`src/rtl/dtjc_pkg.sv`:
```
package dtjc_pkg;

  // fraction bits of the normalized depth t
  localparam int NORM_FRAC_BITS = 16;

  localparam int RAW_W   = 16;
  localparam int SCALE_W = 32;
  localparam int COORD_W = 32;
  localparam int DEPTH_W = RAW_W + SCALE_W;   // Q.24 depth product
  localparam int DIFF_W  = DEPTH_W + 2;       // signed depth - near
  localparam int CH_W    = 8;
  localparam int CFG_W   = 32;
  localparam int CFG_A_W = 2;

  localparam logic [SCALE_W-1:0] SCALE_RST = 32'd16777;
  localparam logic [COORD_W-1:0] NEAR_RST  = 32'd0;
  localparam logic [COORD_W-1:0] FAR_RST   = 32'd655360;
  localparam logic [CH_W-1:0]    ALPHA_VAL = 8'd255;

  typedef enum logic [CFG_A_W-1:0] {
    REG_DEPTH_SCALE = 2'd0,
    REG_NEAR_DEPTH  = 2'd1,
    REG_FAR_DEPTH   = 2'd2
  } cfg_reg_t;

  // per-pixel flags that ride along the pipeline
  typedef struct packed {
    logic err;    // bad setup
    logic blank;  // colors forced to zero
    logic sat;    // t clamped to one
  } side_t;

endpackage

```
`src/rtl/dtjc_div.sv`:
```
// Pipelined restoring divider, one quotient bit per stage.
// Divides {p, low, zeros} by rng; p < rng required. q has NormFracBits bits.
module dtjc_div #(
  parameter int NormFracBits = dtjc_pkg::NORM_FRAC_BITS
) (
  input  logic                     clk,
  input  logic                     rst_n,
  input  logic                     in_valid,
  output logic                     in_ready,
  input  logic [31:0]              in_p,
  input  logic [7:0]               in_low,
  input  logic [31:0]              in_rng,
  input  dtjc_pkg::side_t          in_side,
  output logic                     out_valid,
  input  logic                     out_ready,
  output logic [NormFracBits-1:0]  out_q,
  output dtjc_pkg::side_t          out_side
);

  localparam int N = NormFracBits;

  logic [N-1:0]                vld_r;
  logic [N-1:0][31:0]          p_r;
  logic [N-1:0][N-1:0]         dlo_r;
  logic [N-1:0][N-1:0]         q_r;
  logic [N-1:0][31:0]          rng_r;
  dtjc_pkg::side_t [N-1:0]     side_r;
  logic [N-1:0]                rdy;

  logic [N+7:0] lo_ext;
  logic [N-1:0] dlo_init;

  // low N dividend bits: low byte on top, zeros below
  assign lo_ext   = {in_low, {N{1'b0}}};
  assign dlo_init = lo_ext[N+7:8];

  genvar j;
  generate
    for (j = 0; j < N; j++) begin : g_stage
      logic                src_v;
      logic [31:0]         src_p;
      logic [N-1:0]        src_dlo;
      logic [N-1:0]        src_q;
      logic [31:0]         src_rng;
      dtjc_pkg::side_t     src_side;
      logic [32:0]         trial;
      logic                ge;
      logic [32:0]         rem;

      if (j == 0) begin : g_src_in
        assign src_v    = in_valid;
        assign src_p    = in_p;
        assign src_dlo  = dlo_init;
        assign src_q    = '0;
        assign src_rng  = in_rng;
        assign src_side = in_side;
      end else begin : g_src_prev
        assign src_v    = vld_r[j-1];
        assign src_p    = p_r[j-1];
        assign src_dlo  = dlo_r[j-1];
        assign src_q    = q_r[j-1];
        assign src_rng  = rng_r[j-1];
        assign src_side = side_r[j-1];
      end

      if (j == N-1) begin : g_rdy_last
        assign rdy[j] = !vld_r[j] || out_ready;
      end else begin : g_rdy_mid
        assign rdy[j] = !vld_r[j] || rdy[j+1];
      end

      assign trial = {src_p, src_dlo[N-1]};
      assign ge    = trial >= {1'b0, src_rng};
      assign rem   = ge ? (trial - {1'b0, src_rng}) : trial;

      always_ff @(posedge clk) begin
        if (!rst_n) begin
          vld_r[j] <= 1'b0;
        end else if (rdy[j]) begin
          vld_r[j] <= src_v;
        end
      end

      always_ff @(posedge clk) begin
        if (rdy[j] && src_v) begin
          p_r[j]    <= rem[31:0];
          dlo_r[j]  <= {src_dlo[N-2:0], 1'b0};
          q_r[j]    <= {src_q[N-2:0], ge};
          rng_r[j]  <= src_rng;
          side_r[j] <= src_side;
        end
      end
    end
  endgenerate

  assign in_ready  = rdy[0];
  assign out_valid = vld_r[N-1];
  assign out_q     = q_r[N-1];
  assign out_side  = side_r[N-1];

endmodule

```
`src/rtl/depth_to_jet_color.sv`:
```
// depth_to_jet_color: jet colormap for a 16-bit depth pixel stream.
//
// in_*  : one raw depth sample per request (in_tdata[15:0]); zero = no data.
// out_* : one RGBA pixel per request, out_tdata = {alpha, blue, green, red},
//         out_tuser = setup error (scale zero or far <= near; colors are 0).
// cfg_* : plain register write: 0 depth_scale (Q8.24), 1 near_depth and
//         2 far_depth (signed Q16.16). Write only while the stream is idle.
//
// Throughput is one pixel per clock while out_tready is not stalling the
// pipeline. It has four front stages (capture, scale multiply, near
// subtract, range compare), one stage per quotient bit in the divider that
// forms t, then the triangle-wave stage and the output register.
// Each stage holds a valid bit and advances when the stage behind it is
// empty or moving, so bubbles close up and a stall on out_tready backs
// up stage by stage without loss or duplication.
// Reset (rst_n low, synchronous) empties the pipeline and loads the
// register defaults: scale 16777, near 0, far 10.0 m.
module depth_to_jet_color #(
  parameter int NormFracBits = dtjc_pkg::NORM_FRAC_BITS
) (
  input  logic                          clk,
  input  logic                          rst_n,
  // raw_depth
  input  logic                          in_tvalid,
  output logic                          in_tready,
  input  logic [dtjc_pkg::RAW_W-1:0]    in_tdata,
  // red, green, blue, alpha
  output logic                          out_tvalid,
  input  logic                          out_tready,
  output logic [4*dtjc_pkg::CH_W-1:0]   out_tdata,
  // setup_error
  output logic                          out_tuser,
  input  logic                          cfg_wr_en,
  input  logic [dtjc_pkg::CFG_A_W-1:0]  cfg_addr,
  input  logic [dtjc_pkg::CFG_W-1:0]    cfg_wdata
);

  localparam int N      = NormFracBits;
  localparam int DEPTHW = dtjc_pkg::DEPTH_W;
  localparam int DIFFW  = dtjc_pkg::DIFF_W;
  localparam int CHW    = dtjc_pkg::CH_W;

  localparam logic [N:0]          One    = (N+1)'(1) << N;
  localparam logic signed [N+3:0] OneHlf = (N+4)'(3) << (N-1);  // 1.5
  localparam logic [N+8:0]        Half   = (N+9)'(1) << (N-1);

  // ---------------- configuration registers ----------------
  logic [31:0] scale_r, near_r, far_r;

  always_ff @(posedge clk) begin
    if (!rst_n) begin
      scale_r <= dtjc_pkg::SCALE_RST;
      near_r  <= dtjc_pkg::NEAR_RST;
      far_r   <= dtjc_pkg::FAR_RST;
    end else if (cfg_wr_en) begin
      unique case (dtjc_pkg::cfg_reg_t'(cfg_addr))
        dtjc_pkg::REG_DEPTH_SCALE: scale_r <= cfg_wdata;
        dtjc_pkg::REG_NEAR_DEPTH:  near_r  <= cfg_wdata;
        dtjc_pkg::REG_FAR_DEPTH:   far_r   <= cfg_wdata;
        default: ;  // index past the list: ignored
      endcase
    end
  end

  // ---------------- stall chain ----------------
  logic va_r, vb_r, vc_r, vd_r, vw_r, vo_r;
  logic rdy_a, rdy_b, rdy_c, rdy_d, rdy_w, rdy_o;
  logic div_in_ready, div_out_valid;

  assign rdy_o     = !vo_r || out_tready;
  assign rdy_w     = !vw_r || rdy_o;
  assign rdy_d     = !vd_r || div_in_ready;
  assign rdy_c     = !vc_r || rdy_d;
  assign rdy_b     = !vb_r || rdy_c;
  assign rdy_a     = !va_r || rdy_b;
  assign in_tready = rdy_a;

  always_ff @(posedge clk) begin
    if (!rst_n) begin
      va_r <= 1'b0;
      vb_r <= 1'b0;
      vc_r <= 1'b0;
      vd_r <= 1'b0;
      vw_r <= 1'b0;
      vo_r <= 1'b0;
    end else begin
      if (rdy_a) va_r <= in_tvalid;
      if (rdy_b) vb_r <= va_r;
      if (rdy_c) vc_r <= vb_r;
      if (rdy_d) vd_r <= vc_r;
      if (rdy_w) vw_r <= div_out_valid;
      if (rdy_o) vo_r <= vw_r;
    end
  end

  // ---------------- stage a: capture, setup check ----------------
  logic [dtjc_pkg::RAW_W-1:0] raw_a_r;
  logic                       err_a_r, blank_a_r;
  logic                       setup_bad;

  assign setup_bad = (scale_r == '0) || ($signed(far_r) <= $signed(near_r));

  always_ff @(posedge clk) begin
    if (rdy_a && in_tvalid) begin
      raw_a_r   <= in_tdata;
      err_a_r   <= setup_bad;
      blank_a_r <= setup_bad || (in_tdata == '0);
    end
  end

  // ---------------- stage b: depth = raw * scale, range ----------------
  logic [DEPTHW-1:0] depth_b_r;
  logic [31:0]       range_b_r;   // far - near, positive when setup is good
  logic              err_b_r, blank_b_r;
  logic [32:0]       range_full;

  assign range_full = {far_r[31], far_r} - {near_r[31], near_r};

  always_ff @(posedge clk) begin
    if (rdy_b && va_r) begin
      depth_b_r <= DEPTHW'(raw_a_r) * DEPTHW'(scale_r);
      range_b_r <= range_full[31:0];
      err_b_r   <= err_a_r;
      blank_b_r <= blank_a_r;
    end
  end

  // ---------------- stage c: diff = depth - near (Q.24) ----------------
  logic [DIFFW-1:0] diff_c_r;
  logic [31:0]      range_c_r;
  logic             err_c_r, blank_c_r;
  logic [DIFFW-1:0] near_q24;

  assign near_q24 = {{(DIFFW-40){near_r[31]}}, near_r, 8'h00};

  always_ff @(posedge clk) begin
    if (rdy_c && vb_r) begin
      diff_c_r  <= {2'b00, depth_b_r} - near_q24;
      range_c_r <= range_b_r;
      err_c_r   <= err_b_r;
      blank_c_r <= blank_b_r;
    end
  end

  // ---------------- stage d: clamp test, divider operands ----------------
  logic [31:0]      p0_d_r, range_d_r;
  logic [7:0]       low_d_r;
  dtjc_pkg::side_t  side_d_r;
  logic             le_zero, ge_range;

  assign le_zero  = diff_c_r[DIFFW-1] || (diff_c_r == '0);
  assign ge_range = !diff_c_r[DIFFW-1] &&
                    (diff_c_r >= {{(DIFFW-40){1'b0}}, range_c_r, 8'h00});

  always_ff @(posedge clk) begin
    if (rdy_d && vc_r) begin
      // t = 0 falls out of a zero dividend
      p0_d_r         <= (le_zero || ge_range) ? '0 : diff_c_r[39:8];
      low_d_r        <= (le_zero || ge_range) ? '0 : diff_c_r[7:0];
      range_d_r      <= range_c_r;
      side_d_r.err   <= err_c_r;
      side_d_r.blank <= blank_c_r;
      side_d_r.sat   <= !le_zero && ge_range;
    end
  end

  // ---------------- divider: t = diff * 2^N / (range * 2^8) ----------------
  logic [N-1:0]     q_div;
  dtjc_pkg::side_t  side_div;

  dtjc_div #(
    .NormFracBits (N)
  ) u_div (
    .clk       (clk),
    .rst_n     (rst_n),
    .in_valid  (vd_r),
    .in_ready  (div_in_ready),
    .in_p      (p0_d_r),
    .in_low    (low_d_r),
    .in_rng    (range_d_r),
    .in_side   (side_d_r),
    .out_valid (div_out_valid),
    .out_ready (rdy_w),
    .out_q     (q_div),
    .out_side  (side_div)
  );

  // ---------------- stage w: triangle waves ----------------
  logic [N:0]                 t_val;
  logic signed [N+3:0]        t4;
  logic [2:0][N:0]            wv_nxt;
  logic [2:0][N:0]            wv_r;     // red, green, blue
  logic                       err_w_r, blank_w_r;

  assign t_val = side_div.sat ? One : {1'b0, q_div};
  assign t4    = $signed({1'b0, t_val, 2'b00});

  genvar c;
  generate
    for (c = 0; c < 3; c++) begin : g_wave
      // red centers at 3, green at 2, blue at 1
      localparam logic signed [N+3:0] KOne = (N+4)'(3 - c) << N;
      logic signed [N+3:0] offs, mag, v;

      assign offs = t4 - KOne;
      assign mag  = offs[N+3] ? -offs : offs;
      assign v    = OneHlf - mag;

      always_comb begin
        if (v[N+3]) begin
          wv_nxt[c] = '0;
        end else if (v > $signed({3'b000, One})) begin
          wv_nxt[c] = One;
        end else begin
          wv_nxt[c] = v[N:0];
        end
      end
    end
  endgenerate

  always_ff @(posedge clk) begin
    if (rdy_w && div_out_valid) begin
      wv_r      <= wv_nxt;
      err_w_r   <= side_div.err;
      blank_w_r <= side_div.blank;
    end
  end

  // ---------------- stage o: scale to 8 bits, output register ----------------
  logic [2:0][CHW-1:0] ch_nxt;
  logic [2:0][CHW-1:0] ch_r;
  logic                err_o_r;

  generate
    for (c = 0; c < 3; c++) begin : g_scale
      logic [N+8:0] prod;
      // v * 255 + 0.5, rounded half up
      assign prod      = {wv_r[c], 8'h00} - {8'h00, wv_r[c]} + Half;
      assign ch_nxt[c] = blank_w_r ? '0 : prod[N+7:N];
    end
  endgenerate

  always_ff @(posedge clk) begin
    if (rdy_o && vw_r) begin
      ch_r    <= ch_nxt;
      err_o_r <= err_w_r;
    end
  end

  assign out_tvalid = vo_r;
  assign out_tdata  = {dtjc_pkg::ALPHA_VAL, ch_r[2], ch_r[1], ch_r[0]};
  assign out_tuser  = err_o_r;

endmodule
```
`config.mk`:
```
export PLATFORM = sky130hd
export DESIGN_NAME = depth_to_jet_color
export DESIGN_NICKNAME = d
export VERILOG_FILES = /design/src/rtl/dtjc_pkg.sv /design/src/rtl/dtjc_div.sv /design/src/rtl/depth_to_jet_color.sv
export SDC_FILE = /design/constraint.sdc
export NUM_CORES = 2
export LEC_CHECK = 0
export ABC_AREA = 1
export BUFFER_PORTS_ARGS = -buffer_cell sky130_fd_sc_hd__buf_2
export CORE_MARGIN = 3
export CORE_UTILIZATION = 49
export DETAILED_ROUTE_END_ITERATION = 16
export PLACE_DENSITY = 0.67
export REMOVE_ABC_BUFFERS = 1
export SETUP_SLACK_MARGIN = 0.1
export SLEW_MARGIN = 20
export SYNTH_ARGS = -nofsm -noshare
export SYNTH_HDL_FRONTEND = slang
export SYNTH_HIERARCHICAL = 1
export SYNTH_SLANG_ARGS = --single-unit
```
`constraint.sdc`:
```
create_clock -name clk -period 6.2 [get_ports clk]
set_input_delay 1.24 -clock clk [delete_from_list [all_inputs] [get_ports clk]]
set_output_delay 1.24 -clock clk [all_outputs]
set_load 0.05 [all_outputs]
```
==> metrics.txt <==
outcome=finished, final reports clean; cells after synthesis=between 10,000 and 15,000; maximum number of pins on one net before global-route repair=77; Final Hold Vio Count=0; area grow syn2layout=11.72%; CP Class=reg2reg; Slowest cell on crit path=fa_1; crit-path most repeated cell=inv_2; multi-input logic area=56,840 sq um; sequential share of the synthesized area=0.4198; 1st-iter DRT viols=approximately 7,800; vias in the first global route=between 80,000 and 90,000; Synth warnings=6; initial antenna violation count=15; cell area after synthesis=between 100,000 and 150,000 sq um; crit path max fanout=6; reg-to-reg endpoint=depth_b_r[44]; clk buf depth=3; Worst Skew=~0.086 ns; Post-synth EDFFs=approximately 1,500; Via density=around 5.4; Clk pin slew, worst setup/hold paths=approximately 0.06 ns; CTS Buf Count=180; hold path depth=0; Power Density=roughly 300 nW/um^2; LEAKAGE=around 56 nW; fin nets=~15,000; Crit path max-delay family=adder cells; Die ar.=236,700 sq um; flip-flop and latch area=~47,000 sq um; # clock sinks=~1,600; Starting Density=0.4949; synth unique cells=68; syn avg cell area=a little under 9 sq um; Crit. End Element=flop; worst skew pair latency=0.87 ns; DRT Pass-1 Iters=7; Avg WL per Cell=about 20 um; fin cells=around 17,000; Peak Freq=between 0.15 and 0.2 GHz; Synth Flop Type=edfxtp_1; die width=around 500 um; worst hold start=u_div/g_stage[7].src_q[4]; # DRC=0; CP bufs+invs=10; Final Setup Violations=0; H-tree levels=4; CTS tree=done; DIE HEIGHT=486.5 um; Crit path required time=6.78 ns; Clk Tree Root Cell=clkbuf_16; Peak supply drop=roughly 960 uV; Worst Tran Pin Value=roughly 1.1 ns; Hold Path Class=reg2reg; Worst EP arrival=around 6.7 ns; ys async rst share=0; max incr delay on CP=~0.60 ns; worst-case hold path end point=u_div/g_stage[8].src_q[5]; FF-to-FF Start=raw_a_r[6]; post-route ant nets=0; r2r setup slk=roughly 0.11 ns; core footprint=between 200,000 and 250,000 sq um; gr usage total=0.2697; layout cells sized above 1=0.09124; total grt overflow=0; DP Cell Count=around 16,000; max-slew violation count=0; placer congestion estimate=slightly below 1; min Tclk post-route=approximately 6.1 ns; # fillers=roughly 21,000; RSZ-0062 raised after global routing=true; crit share post-route=0.9829; drt total wl=between 300 and 400 mm; Setup TNS=0 ns; number of max-cap violations=0; vias=89,465; I/O Pins=90; Final HPWL DP=259.4 mm; element type at the critical path start=flop; fin util=0.5529; Worst slew margin=0.2507; Port Buf Inserts=81; r2r worst-path depth=25; Row Count=between 150 and 200; Yosys reg bits=roughly 1,600; first-pass GRT wire length=497.3 mm
==> cells in the mapped netlist, types with 4 or more instances <==
library cell / count / share of area
a211oi_1: 7 / 0.00046
a21boi_0: 18 / 0.0012
a21boi_1: 4 / 0.00027
a21o_1: 73 / 0.0048
a21oi_1: 857 / 0.038
a21oi_2: 11 / 0.00085
a221oi_1: 16 / 0.0012
a31oi_1: 116 / 0.0064
a41oi_1: 4 / 0.00031
and3b_1: 4 / 0.00031
buf_2: 50 / 0.0022
buf_4: 23 / 0.0015
buf_6: 29 / 0.0029
clkbuf_1: 163 / 0.0054
dfxtp_1: 118 / 0.021
edfxtp_1: 1503 / 0.40
fa_1: 435 / 0.077
ha_1: 800 / 0.088
inv_1: 2299 / 0.076
inv_2: 18 / 0.00060
nand2_1: 3213 / 0.11
nand2_2: 48 / 0.0027
nand2_4: 14 / 0.0014
nand3_1: 565 / 0.025
nand3_2: 11 / 0.00097
nand3b_1: 21 / 0.0014
nand4_1: 74 / 0.0041
nor2_1: 912 / 0.030
nor2_2: 45 / 0.0025
nor2_4: 11 / 0.0011
nor3_1: 127 / 0.0056
nor4_1: 65 / 0.0036
o2111ai_1: 28 / 0.0022
o211ai_1: 57 / 0.0038
o21a_1: 32 / 0.0021
o21ai_0: 604 / 0.027
o21ai_1: 74 / 0.0033
o21ai_2: 72 / 0.0056
o21bai_1: 62 / 0.0041
o221ai_1: 8 / 0.00062
or2_2: 5 / 0.00028
xnor2_1: 216 / 0.017
xor2_1: 241 / 0.019
==> flip-flops by register name, summed over array words and instances, names as in the netlist, 45 cells and up <==
register,cells
u_div/g_stage.src_rng,480
u_div/g_stage.src_q,120
u_div/g_stage.src_p,480
diff_c_r,50
depth_b_r,48
wv_r,45
u_div/g_stage.src_side,45
==> per-layer routing <==
layer / global-route usage / share of wire / vias up
li1: - / - / 43619
met1: 0.3632 / 0.43 / 42404
met2: 0.4386 / 0.46 / 2827
met3: 0.03719 / 0.062 / 603
met4: 0.1124 / 0.046 / 12
met5: 0 / 0.00023 / -
==> logic make-up after synthesis <==
logic type	count (synthesis)	share of synthesized area
compound gates	2063	0.1035
xor+xnor	457	0.03538
fa+ha+maj	1235	0.1654
buf+inv	2593	0.08954
flops	1621	0.4198
other cells	1	0.00003315
simple gates	5122	0.1863
==> power by group <==
part	switching (W)	total [W]	internal [W]
Sequential	0.000182	0.0127	0.0125
Combinational	0.00823	0.0149	0.00667
Clock	0.00470	0.0109	0.00622
Total	0.0131	0.0385	0.0254
==> worst max-delay path by stage <==
| stage | to | slack (ns) | depth (start not counted) | startpoint |
|---|---|---|---|---|
| after CTS | depth_b_r[40] | 0.09 | 32 | raw_a_r[6] |
| after floorplan | depth_b_r[37] | 0.04 | 25 | raw_a_r[9] |
| after global placement | depth_b_r[41] | -0.13 | 26 | raw_a_r[6] |
| final | depth_b_r[44] | 0.11 | 25 | raw_a_r[6] |
| after detailed placement | depth_b_r[41] | -0.18 | 26 | raw_a_r[6] |
| after global routing | depth_b_r[45] | -0.08 | 24 | raw_a_r[6] |
==> cell type report <==
cell class | instances | share of cell area
Clock inverter | 116 | 0.01105
Sequential cell | 1621 | 0.3758
Multi-Input combinational cell | 8885 | 0.4497
Inverter | 2323 | 0.06913
Clock buffer | 219 | 0.03704
Timing Repair Buffer | 415 | 0.02724
Antenna cell | 14 | 0.0002772
Tap cell | 3009 | 0.02979
==> layout by cell type, fill, tap and decap left out, types with 99 or more instances in the layout <==
master	Yosys	layout
a21oi_1	857	819
a31oi_1	116	109
buf_4	23	273
clkbuf_16	0	184
dfxtp_1	118	117
edfxtp_1	1503	1503
fa_1	435	398
ha_1	800	772
inv_1	2299	2211
inv_2	18	99
nand2_1	3213	3165
nand3_1	565	559
nor2_1	912	879
nor3_1	127	123
o21ai_0	604	586
xnor2_1	216	216
xor2_1	241	240
==> stage by stage <==
step / hold slack (ns) / total power [W] / area (sq um) / setup WS, ns
2_1_floorplan: 0.4003 / 0.01916 / 111800 / 0.03723
4_1_cts: 0.3669 / 0.03595 / 125200 / 0.09459
5_1_grt: 0.3710 / 0.04046 / 126400 / -0.07786
3_3_place_gp: 0.4007 / 0.02394 / 118600 / -0.1350
3_5_place_dp: 0.4045 / 0.02389 / 118600 / -0.1790
6_report: 0.3797 / 0.03847 / 126400 / 0.1059
==> timing repair <==
action                                  in CTS  in global routing
setup buffers                               12                 34
pin swaps                                   85                182
hold buffers                                 0                  0
endpoints found under the setup margin      19                 28
gates cloned                                 2                  3
resized for setup                           94                288
Note: power is estimated with default switching activity, not from simulation.
